File: src/iadst8_pkg.sv
// shared types, cosine constants and fixed-point helpers for the inverse adst 8-point block
// no dependencies; imported by every stage module, the top level and the checker
package iadst8_pkg;

   localparam int unsigned LANES   = 8;
   localparam int unsigned LATENCY = 6;

   typedef logic signed [15:0] samp_type;
   typedef logic signed [31:0] prod_type;
   typedef logic signed [32:0] acc_type;

   // 14-bit cosine constants
   localparam samp_type COS2  = 16'sd16305;
   localparam samp_type COS30 = 16'sd1606;
   localparam samp_type COS10 = 16'sd14449;
   localparam samp_type COS22 = 16'sd7723;
   localparam samp_type COS18 = 16'sd10394;
   localparam samp_type COS14 = 16'sd12665;
   localparam samp_type COS26 = 16'sd4756;
   localparam samp_type COS6  = 16'sd15679;
   localparam samp_type COS8  = 16'sd15137;
   localparam samp_type COS24 = 16'sd6270;
   localparam samp_type COS16 = 16'sd11585;

   function automatic prod_type cmul(samp_type a, samp_type c);
      prod_type ae;
      prod_type ce;
      ae = a;
      ce = c;
      return ae * ce;
   endfunction

   function automatic acc_type add33(prod_type a, prod_type b);
      acc_type ae;
      acc_type be;
      ae = a;
      be = b;
      return ae + be;
   endfunction

   function automatic acc_type sub33(prod_type a, prod_type b);
      acc_type ae;
      acc_type be;
      ae = a;
      be = b;
      return ae - be;
   endfunction

   // add half, arithmetic shift by 14, keep low 16 bits
   function automatic samp_type round14(acc_type v);
      acc_type t;
      t = v + 33'sd8192;
      return t[29:14];
   endfunction

   function automatic samp_type wadd(samp_type a, samp_type b);
      return a + b;
   endfunction

   function automatic samp_type wsub(samp_type a, samp_type b);
      return a - b;
   endfunction

   function automatic samp_type wneg(samp_type a);
      return 16'sd0 - a;
   endfunction

endpackage

File: src/iadst8_stage2.sv
// second butterfly: wrapped sums on the even half, rotations and rounding on the odd half
// depends on iadst8_pkg
module iadst8_stage2
   import iadst8_pkg::*;
(
   input  logic     clock,
   input  logic     reset,
   input  logic     in_valid,
   input  samp_type x_in_data [LANES],
   output logic     out_valid,
   output samp_type x_out [LANES]
);

   logic     prod_valid_ff;
   samp_type t_ff [4];
   samp_type t_in [4];
   prod_type s_ff [4];
   prod_type s_in [4];
   logic     rnd_valid_ff;
   samp_type y_ff [LANES];
   samp_type y_in [LANES];

   always_comb begin
      t_in[0] = wadd(x_in_data[0], x_in_data[2]);
      t_in[1] = wadd(x_in_data[1], x_in_data[3]);
      t_in[2] = wsub(x_in_data[0], x_in_data[2]);
      t_in[3] = wsub(x_in_data[1], x_in_data[3]);
      // s_in[0..3] hold s4, s5, s6, s7
      s_in[0] = cmul(x_in_data[4], COS8)  + cmul(x_in_data[5], COS24);
      s_in[1] = cmul(x_in_data[4], COS24) - cmul(x_in_data[5], COS8);
      s_in[2] = cmul(x_in_data[7], COS8)  - cmul(x_in_data[6], COS24);
      s_in[3] = cmul(x_in_data[7], COS24) + cmul(x_in_data[6], COS8);
   end

   always_comb begin
      y_in[0] = t_ff[0];
      y_in[1] = t_ff[1];
      y_in[2] = t_ff[2];
      y_in[3] = t_ff[3];
      y_in[4] = round14(add33(s_ff[0], s_ff[2]));
      y_in[5] = round14(add33(s_ff[1], s_ff[3]));
      y_in[6] = round14(sub33(s_ff[0], s_ff[2]));
      y_in[7] = round14(sub33(s_ff[1], s_ff[3]));
   end

   always_ff @(posedge clock) begin
      if (reset) begin
         prod_valid_ff <= 1'b0;
         rnd_valid_ff  <= 1'b0;
      end else begin
         prod_valid_ff <= in_valid;
         rnd_valid_ff  <= prod_valid_ff;
      end
   end

   always_ff @(posedge clock) begin
      t_ff <= t_in;
      s_ff <= s_in;
      y_ff <= y_in;
   end

   assign out_valid = rnd_valid_ff;
   assign x_out     = y_ff;

endmodule

File: config.mk
export PLATFORM = sky130hd
export DESIGN_NAME = iadst8_stage2
export DESIGN_NICKNAME = d
export VERILOG_FILES = /design/src/iadst8_pkg.sv /design/src/iadst8_stage2.sv
export SDC_FILE = /design/constraint.sdc
export NUM_CORES = 2
export LEC_CHECK = 0
export ABC_AREA = 1
export BUFFER_PORTS_ARGS = -buffer_cell sky130_fd_sc_hd__buf_2
export CAP_MARGIN = 40
export CORE_MARGIN = 4
export CORE_UTILIZATION = 40
export CTS_BUF_LIST = sky130_fd_sc_hd__clkbuf_8 sky130_fd_sc_hd__clkbuf_16
export DETAILED_ROUTE_END_ITERATION = 10
export PLACE_DENSITY_LB_ADDON = 0.12
export SYNTH_ARGS = -nofsm -noshare
export SYNTH_HDL_FRONTEND = slang
export SYNTH_SLANG_ARGS = --single-unit
File: constraint.sdc
create_clock -name clock -period 13.6 [get_ports clock]
set_clock_uncertainty 0.15 [all_clocks]
set_input_delay 0 -clock clock [delete_from_list [all_inputs] [get_ports clock]]
set_output_delay 0 -clock clock [all_outputs]
set_load 0.02 [all_outputs]
==> flow_metrics.tcl <==
set metrics [dict create \
    status "complete, no violations" \
    synthMuxAreaShare 0 \
    final_nets 9658 \
    synth_top_family_by_area "adder cells" \
    cp.buffers_inverters 9 \
    worstHoldStart "x_in_data[70]" \
    portBuffers 259 \
    yosys.area_share.simple 0.141 \
    synth_seq_cells 310 \
    ys_seq_area_frac 0.108 \
    cts_tree "done" \
    hp-class "input port to register" \
    drv_cap 0 \
    cts.sinks 310 \
    fill_cells 14600 \
    synth_compound_area_frac 0.0807 \
    synth-adder-area-share 0.491 \
    cp_top_family "adder cells" \
    grt_max_degree 45 \
    max_slew_margin 0.471 \
    cts_resized 0 \
    reg2reg_from "s_ff[56]" \
    layout_common_cells "inv_1 (2027), nand2_1 (1080), ha_1 (1073)" \
    syn_area_mm2 0.0577 \
    cp_max_fo 9 \
    synthArstFlopShare 0 \
    synthToLayoutAreaGrowth_pct 11.5 \
    synth_edf_count 0 \
    synthFlopType "dfxtp_1" \
    worst_hold_path.endpoint "t_ff[39]" \
    worstPathArrival_ps 9070 \
    grt_pass1_wl_um 268000 \
    synth.distinct_cells 52 \
    met1_length_um 75500 \
    drtPass1Iterations 5 \
    cp-start-kind "input port" \
    wl_met2_um 82200 \
    final_common_cell "inv_1" \
    final.min_clock_period_ps 8690 \
    core_region_area_mm2 0.143 \
    grt_usage 0.223 \
    drv_slew 0 \
    viasPerCell 4.76 \
    rsz0062_at_grt "no" \
    drc 0 \
    fin_crit_sh 0.639 \
    timing.rr.end "x_out[63]" \
    postSynthCellCount 7268 \
    top_layer_used "met5" \
    cts_root_buf "clkbuf_16" \
    timing.critical_path.mode_cell "fa_1" \
    required_ps 13980 \
    globalplace.congestion 0.905 \
    dp_hpwl_um 149000 \
    hold_violations 0 \
    critical_path_class "input port to register" \
    finalSetupViolCount 0 \
    vias 46000 \
    fp.dieH_um 388 \
    antenna_left 0 \
    io-pin-count 260 \
    antenna_found_initial 7 \
    layout-drive-gt1-share 0.0486 \
    wl_met3_um 4970 \
    tightest_slew_ps 793 \
    setup_tns_ps 0 \
    synth_area_per_cell_um2 7.94 \
    min_path_cells 7 \
    critPathMaxStageDelay_ps 560 \
    timing.fmax_mhz 115 \
    cts_made_buffers 41 \
    htreeDepth 2 \
    drtIter0Drc 2025 \
    dieArea_mm2 0.150 \
    routedWlPerCell_um 17.3 \
    yosysWarningCount 0 \
    syn-num-nets 9217 \
    clkLatencyLatePin_ps 630 \
    rows 139 \
    path_clk_slew_ps 60 \
    synthXorXnorAreaFrac 0.0446 \
    cpMaxStageDelayCell "dlygate4sd3_1" \
    fp.dieW_um 388 \
    reg2regPathDepth 12 \
    reg2reg_slack_ps 10710 \
    grt_pass1_vias 49200 \
    start_util 0.402 \
    drt_wl_total_um 167000 \
    cts_post_setup_buffers_inserted 0 \
    endpoint_kind "register" \
    clock_path_buffers 3 \
    grt-ovfl-total 0 \
]
## timing repair
action | in CTS | in global routing
hold buffers | 162 | 0
setup endpoints to repair | 0 | 0
endpoints found under the hold margin | 75 | 0
## synth_stat cells, types with 53 or more instances
master    instances  area [um^2]
o21bai_1         53          398
a21oi_1         423         2120
fa_1            745        14900
nand2_1        1080         4050
xnor2_1          80          701
o21ai_0         215         1080
nand3_1         267         1340
nor2_1          413         1550
xor2_1          214         1870
nand4_1          59          369
nor3_1           67          335
inv_1          2026         7600
ha_1           1073        13400
dfxtp_1         310         6210
## worst min-delay path: stages
cell and delay (ps):
buf_2 100, ha_1 150, inv_1 50, o21ai_0 110, a21oi_1 70, nand2_1 110, xor2_1 120
## cell type report
cell class	instances	area [um^2]	area share
Multi-Input combinational cell	4901	43700	0.680
Inverter	2032	7630	0.119
Sequential cell	310	6210	0.0965
Timing Repair Buffer	423	2930	0.0456
Tap cell	1903	2380	0.0370
Clock buffer	46	1090	0.0170
Clock inverter	29	335	0.00521
Antenna cell	2	5.00	0.0000778
## logic make-up (layout without fill, tap and decap cells)
family / after synthesis / count (layout)
buffers and inverters: 2057 / 2530
and+or+nand+nor: 1956 / 1956
adders and majority gates: 1818 / 1818
AOI/OAI and AO/OA: 833 / 833
DFF: 310 / 310
xor gates and xnor gates: 294 / 294
other: 0 / 2
## registers in the layout (all words and copies together) (netlist names)
register,flops
out_valid,1
prod_valid_ff,1
s_ff,120
t_ff,62
x_out,126
## stage by stage
| step | setup slack [ps] | cells | hold WS [ps] | utilization | instance area, um^2 |
|---|---|---|---|---|---|
| floorplan | 5740 | 7268 | -122 | - | 57700 |
| global placement | 4330 | 9407 | 24.8 | 0.427 | 61300 |
| detailed placement | 4310 | 9407 | 30.4 | 0.427 | 61300 |
| CTS | 4910 | 9644 | 2.00 | 0.448 | 64300 |
| global route | 4390 | 9644 | 58.5 | 0.448 | 64300 |
| finish | 4910 | 9646 | 34.5 | 0.448 | 64300 |
## worst max path at each step
stage | start | endpoint | slack, ps | cells after the start
2_1_floorplan | x_in_data[26] | s_ff[58] | 5740 | 38
3_3_place_gp | x_in_data[31] | s_ff[57] | 4330 | 34
3_5_place_dp | x_in_data[31] | s_ff[57] | 4310 | 34
4_1_cts | x_in_data[19] | s_ff[51] | 4910 | 34
5_1_grt | x_in_data[31] | s_ff[57] | 4390 | 34
6_report | x_in_data[19] | s_ff[50] | 4910 | 36
## metal layers
layer	GRT usage	vias up
met4	0.0485	6
met3	0.0205	196
met5	0	-
li1	-	23200
met2	0.401	719
met1	0.291	21800
Power is left out: the tool's default activity adds up to more than one toggle a clock period on the data nets, which glitch-free logic cannot reach.
