$ cat src/iadst8_pkg.sv
// shared types, cosine constants and fixed-point helpers for the inverse adst 8-point block
// no dependencies; imported by every stage module, the top level and the checker
package iadst8_pkg;

   localparam int unsigned LANES   = 8;
   localparam int unsigned LATENCY = 6;

   typedef logic signed [15:0] samp_type;
   typedef logic signed [31:0] prod_type;
   typedef logic signed [32:0] acc_type;

   // 14-bit cosine constants
   localparam samp_type COS2  = 16'sd16305;
   localparam samp_type COS30 = 16'sd1606;
   localparam samp_type COS10 = 16'sd14449;
   localparam samp_type COS22 = 16'sd7723;
   localparam samp_type COS18 = 16'sd10394;
   localparam samp_type COS14 = 16'sd12665;
   localparam samp_type COS26 = 16'sd4756;
   localparam samp_type COS6  = 16'sd15679;
   localparam samp_type COS8  = 16'sd15137;
   localparam samp_type COS24 = 16'sd6270;
   localparam samp_type COS16 = 16'sd11585;

   function automatic prod_type cmul(samp_type a, samp_type c);
      prod_type ae;
      prod_type ce;
      ae = a;
      ce = c;
      return ae * ce;
   endfunction

   function automatic acc_type add33(prod_type a, prod_type b);
      acc_type ae;
      acc_type be;
      ae = a;
      be = b;
      return ae + be;
   endfunction

   function automatic acc_type sub33(prod_type a, prod_type b);
      acc_type ae;
      acc_type be;
      ae = a;
      be = b;
      return ae - be;
   endfunction

   // add half, arithmetic shift by 14, keep low 16 bits
   function automatic samp_type round14(acc_type v);
      acc_type t;
      t = v + 33'sd8192;
      return t[29:14];
   endfunction

   function automatic samp_type wadd(samp_type a, samp_type b);
      return a + b;
   endfunction

   function automatic samp_type wsub(samp_type a, samp_type b);
      return a - b;
   endfunction

   function automatic samp_type wneg(samp_type a);
      return 16'sd0 - a;
   endfunction

endpackage

$ cat src/iadst8_stage3.sv
// third butterfly: scale by cospi_16, round, output permutation and negation
// depends on iadst8_pkg
module iadst8_stage3
   import iadst8_pkg::*;
(
   input  logic     clock,
   input  logic     reset,
   input  logic     in_valid,
   input  samp_type x_in_data [LANES],
   output logic     out_valid,
   output samp_type res [LANES]
);

   logic     prod_valid_ff;
   samp_type k_ff [4];
   samp_type k_in [4];
   prod_type p_ff [4];
   prod_type p_in [4];
   logic     res_valid_ff;
   samp_type r_ff [LANES];
   samp_type r_in [LANES];

   always_comb begin
      // pass-through lanes x0, x1, x4, x5
      k_in[0] = x_in_data[0];
      k_in[1] = x_in_data[1];
      k_in[2] = x_in_data[4];
      k_in[3] = x_in_data[5];
      p_in[0] = cmul(wadd(x_in_data[2], x_in_data[3]), COS16);
      p_in[1] = cmul(wsub(x_in_data[2], x_in_data[3]), COS16);
      p_in[2] = cmul(wadd(x_in_data[6], x_in_data[7]), COS16);
      p_in[3] = cmul(wsub(x_in_data[6], x_in_data[7]), COS16);
   end

   always_comb begin
      r_in[0] = k_ff[0];
      r_in[1] = wneg(k_ff[2]);
      r_in[2] = round14(acc_type'(p_ff[2]));
      r_in[3] = wneg(round14(acc_type'(p_ff[0])));
      r_in[4] = round14(acc_type'(p_ff[1]));
      r_in[5] = wneg(round14(acc_type'(p_ff[3])));
      r_in[6] = k_ff[3];
      r_in[7] = wneg(k_ff[1]);
   end

   always_ff @(posedge clock) begin
      if (reset) begin
         prod_valid_ff <= 1'b0;
         res_valid_ff  <= 1'b0;
      end else begin
         prod_valid_ff <= in_valid;
         res_valid_ff  <= prod_valid_ff;
      end
   end

   always_ff @(posedge clock) begin
      k_ff <= k_in;
      p_ff <= p_in;
      r_ff <= r_in;
   end

   assign out_valid = res_valid_ff;
   assign res       = r_ff;

endmodule

$ cat config.mk
export PLATFORM = sky130hd
export DESIGN_NAME = iadst8_stage3
export DESIGN_NICKNAME = d
export VERILOG_FILES = /design/src/iadst8_pkg.sv /design/src/iadst8_stage3.sv
export SDC_FILE = /design/constraint.sdc
export NUM_CORES = 1
export LEC_CHECK = 0
export BUFFER_PORTS_ARGS = -buffer_cell sky130_fd_sc_hd__buf_2
export CORE_ASPECT_RATIO = 0.6
export CORE_MARGIN = 3
export CORE_UTILIZATION = 40
export DETAILED_ROUTE_END_ITERATION = 16
export PLACE_DENSITY = 0.56
export SYNTH_ARGS = -nofsm -noshare
export SYNTH_HDL_FRONTEND = slang
export SYNTH_SLANG_ARGS = --single-unit
$ cat constraint.sdc
create_clock -name clock -period 10.9 [get_ports clock]
set_input_delay 2.18 -clock clock [delete_from_list [all_inputs] [get_ports clock]]
set_output_delay 2.18 -clock clock [all_outputs]
set_load 0.01 [all_outputs]
==> results.toml <==
[logic_synthesis]
seq_area_frac_synth_pct = 21.52
yosys.area.top_type = "ha_1"
synth_area_leaders = "ha_1, dfxtp_1, fa_1"
synth-edff-count = 0
ys_seq_elements = 262
synth_compound_area_share_pct = 7.874
syn_area_per_cell_sq_um = 10.00
syn_nets = 3306
async_reset_ff_share_pct = 0
synth-adder-area-share_pct = 44.97
ys_warn_count = 0
synth_simple_gate_area_share_pct = 9.127
yosys.area.top_type_share_pct = 26.08
synth_cell_types = 66
synthMuxAreaShare_pct = 0.4979
synth_top_family_by_area = "adder cells"
synthFlopType = "dfxtp_1"
syn-cell-area_sq_um = 24370
syn_inst = 2437
synth-xor-area-share_pct = 9.558

[drt]
wl_met3_microns = 1828
first_iter_violations = 768
highest_layer = "met4"
drc = 0
ant_nets = 0
vias = 17169
drt_first_pass_iters = 5
wl_met2_microns = 22980
wirelength_microns = 52180
wl_per_cell_microns = 14.74
met1_length_microns = 26540
viasPerCell = 4.851

[die]
die_width_microns = 324.7
ios = 260
die-area_sq_um = 64030
row_count = 69
coreArea_sq_um = 59740
start_util_pct = 40.80
die_y_microns = 197.2

[global_routing]
grt-ovfl-total = 0
grt_first_pass_wirelength_microns = 86850
grt_usage_pct = 16.31
antenna_found_initial = 3
grt_max_degree = 19
first_global_vias = 17396

[clock_tree]
cts_tree = "yes"
htreeDepth = 1
clockBufferDepth = 3
clock-root-buffer = "clkbuf_16"
cts_buffers = 26
postCtsHoldBufs = 0
post-cts-setup-buffers = 0
clk-insertion-delay-late_ns = 0.55
path_clk_slew_ns = 0.06
clock_sinks = 262
post_cts_resized = 0

[cells_and_area]
n_fill_cell = 5677
syn2layout_area_growth_pct = 13.20
regArea_sq_um = 5245
drive_gt1_share_pct = 12.39
fin_nets = 3570
multi_input_area_sq_um = 17560

[timing]
fin_crit_ns = 9.533
setup_viol = 0
relSlewSlack_pct = 25.99
fin_crit_sh_pct = 87.46
worstMarginPinSlew_ns = 1.102
rsz0062_at_grt = "false"
tns_ns = 0
slew_viol_final = 0
fin_skew_ns = 0.02119
fmax_mhz = 104.9
hold_ws_ns = 0.3239
worst_slack_ns = 1.367
finalHoldViolCount = 0

[setup_path]
crit_buf_inv = 5
crit_fanout = 7
cp_slowest_stage_delay_ns = 0.63
path_common_cell = "ha_1"
path_delay_family = "compound AO/OA/AOI/OAI gates"
worstPathRequired_ns = 11.31
crit_slowest_cell = "a2111oi_0"
rrSetupSlack_ns = 7.43
worstPathArrival_ns = 9.95
worst_setup_path_end_kind = "register"
criticalPathCategory = "in -> reg"
cp-start-kind = "input pin"

[placement]
portBuffers = 259
dpl_worst_slack_ns = 0.8259
gp_congestion = 0.8975
place_hpwl_microns = 44860

[hold_path]
min_path_type = "reg -> reg"

[run]
drv_cap = 0

[run_status]
status = "finished, final reports clean"
## worst register-to-register path: cells and delay by family, from the launching register on
family	cells	cell delay [ns]
compound gates	2	0.33
simple gates	6	2.39
flops	1	0.46
xor+xnor	2	0.22
## per-stage QoR
| stage | cells | cell area [sq um] | util (%) |
|---|---|---|---|
| floorplan | 2437 | 24370 | - |
| global placement | 3489 | 26660 | 44.62 |
| detailed placement | 3489 | 26660 | 44.62 |
| CTS | 3536 | 27580 | 46.17 |
| global route | 3539 | 27590 | 46.18 |
| finish | 3539 | 27590 | 46.18 |
## cell usage after synthesis (34+ instances only)
cell type / number
nand3_1: 41
fa_1: 230
xor2_1: 84
inv_1: 379
xnor2_1: 182
nand2_1: 73
ha_1: 508
dfxtp_1: 262
o21ai_0: 47
clkbuf_1: 34
a21oi_1: 80
nor3_1: 46
nor2_1: 132
a21o_1: 39
## layout by cell type, fill, tap and decap left out, types with 5 or more instances in the layout
| cell type | count |
|---|---|
| dfxtp_1 | 262 |
| fa_1 | 230 |
| inv_1 | 379 |
| or3_1 | 6 |
| o31ai_1 | 6 |
| xor2_1 | 84 |
| o21ai_0 | 47 |
| nand3_1 | 41 |
| or2_2 | 12 |
| nor4_1 | 12 |
| o21bai_1 | 18 |
| nor2b_1 | 27 |
| xnor2_1 | 182 |
| clkbuf_16 | 27 |
| o211ai_1 | 7 |
| o21a_1 | 15 |
| nor2_1 | 132 |
| or4_1 | 7 |
| mux2i_1 | 11 |
| nand4_1 | 22 |
| and3_1 | 23 |
| ha_1 | 508 |
| nand2b_1 | 19 |
| a21oi_1 | 80 |
| and2_1 | 20 |
| a211oi_1 | 14 |
| nor3_1 | 46 |
| a31oi_1 | 13 |
| a32oi_1 | 5 |
| nand2_1 | 73 |
| buf_4 | 14 |
| a21o_1 | 39 |
| buf_2 | 259 |
| a2111oi_0 | 5 |
## layout make-up
| type | instances | share of cell area [%] |
|---|---|---|
| multi-input cells | 1756 | 63.63 |
| flip-flops and latches | 262 | 19.01 |
| inverters | 382 | 5.197 |
| repair buffers | 273 | 5.079 |
| well taps | 816 | 3.700 |
| clock buffers | 34 | 2.689 |
| clock inverters | 13 | 0.6711 |
| diodes | 3 | 0.02721 |
## sequential cells by signal (all words and copies together), names as in the netlist
signal	count
p_ff	68
res	128
prod_valid_ff	1
out_valid	1
k_ff	64
## path summary, 6_finish.rpt
| check | startpoint | endpoint | cells after the start |
|---|---|---|---|
| max | x_in_data[16] | p_ff[29] | 27 |
| min reg2reg | k_ff[59] | res[123] | 0 |
| min | k_ff[59] | res[123] | 0 |
| max reg2reg | p_ff[15] | res[47] | 10 |
## metal layers
| metal | global-route usage (%) | vias to the layer above |
|---|---|---|
| li1 | - | 8611 |
| met1 | 23.92 | 8283 |
| met2 | 25.77 | 235 |
| met3 | 2.387 | 40 |
| met4 | 3.038 | 0 |
| met5 | 0 | - |
## kinds of logic (layout without fill, tap and decap cells)
kind of cell,after synthesis,after routing
buffers and inverters,419,702
DFF,262,262
adders and majority gates,738,738
AOI/OAI and AO/OA,290,290
muxes,12,12
xor gates and xnor gates,266,266
other,0,3
and+or+nand+nor,450,450
Power is left out: the tool's default activity adds up to more than one toggle a clock period on the data nets, which glitch-free logic cannot reach.
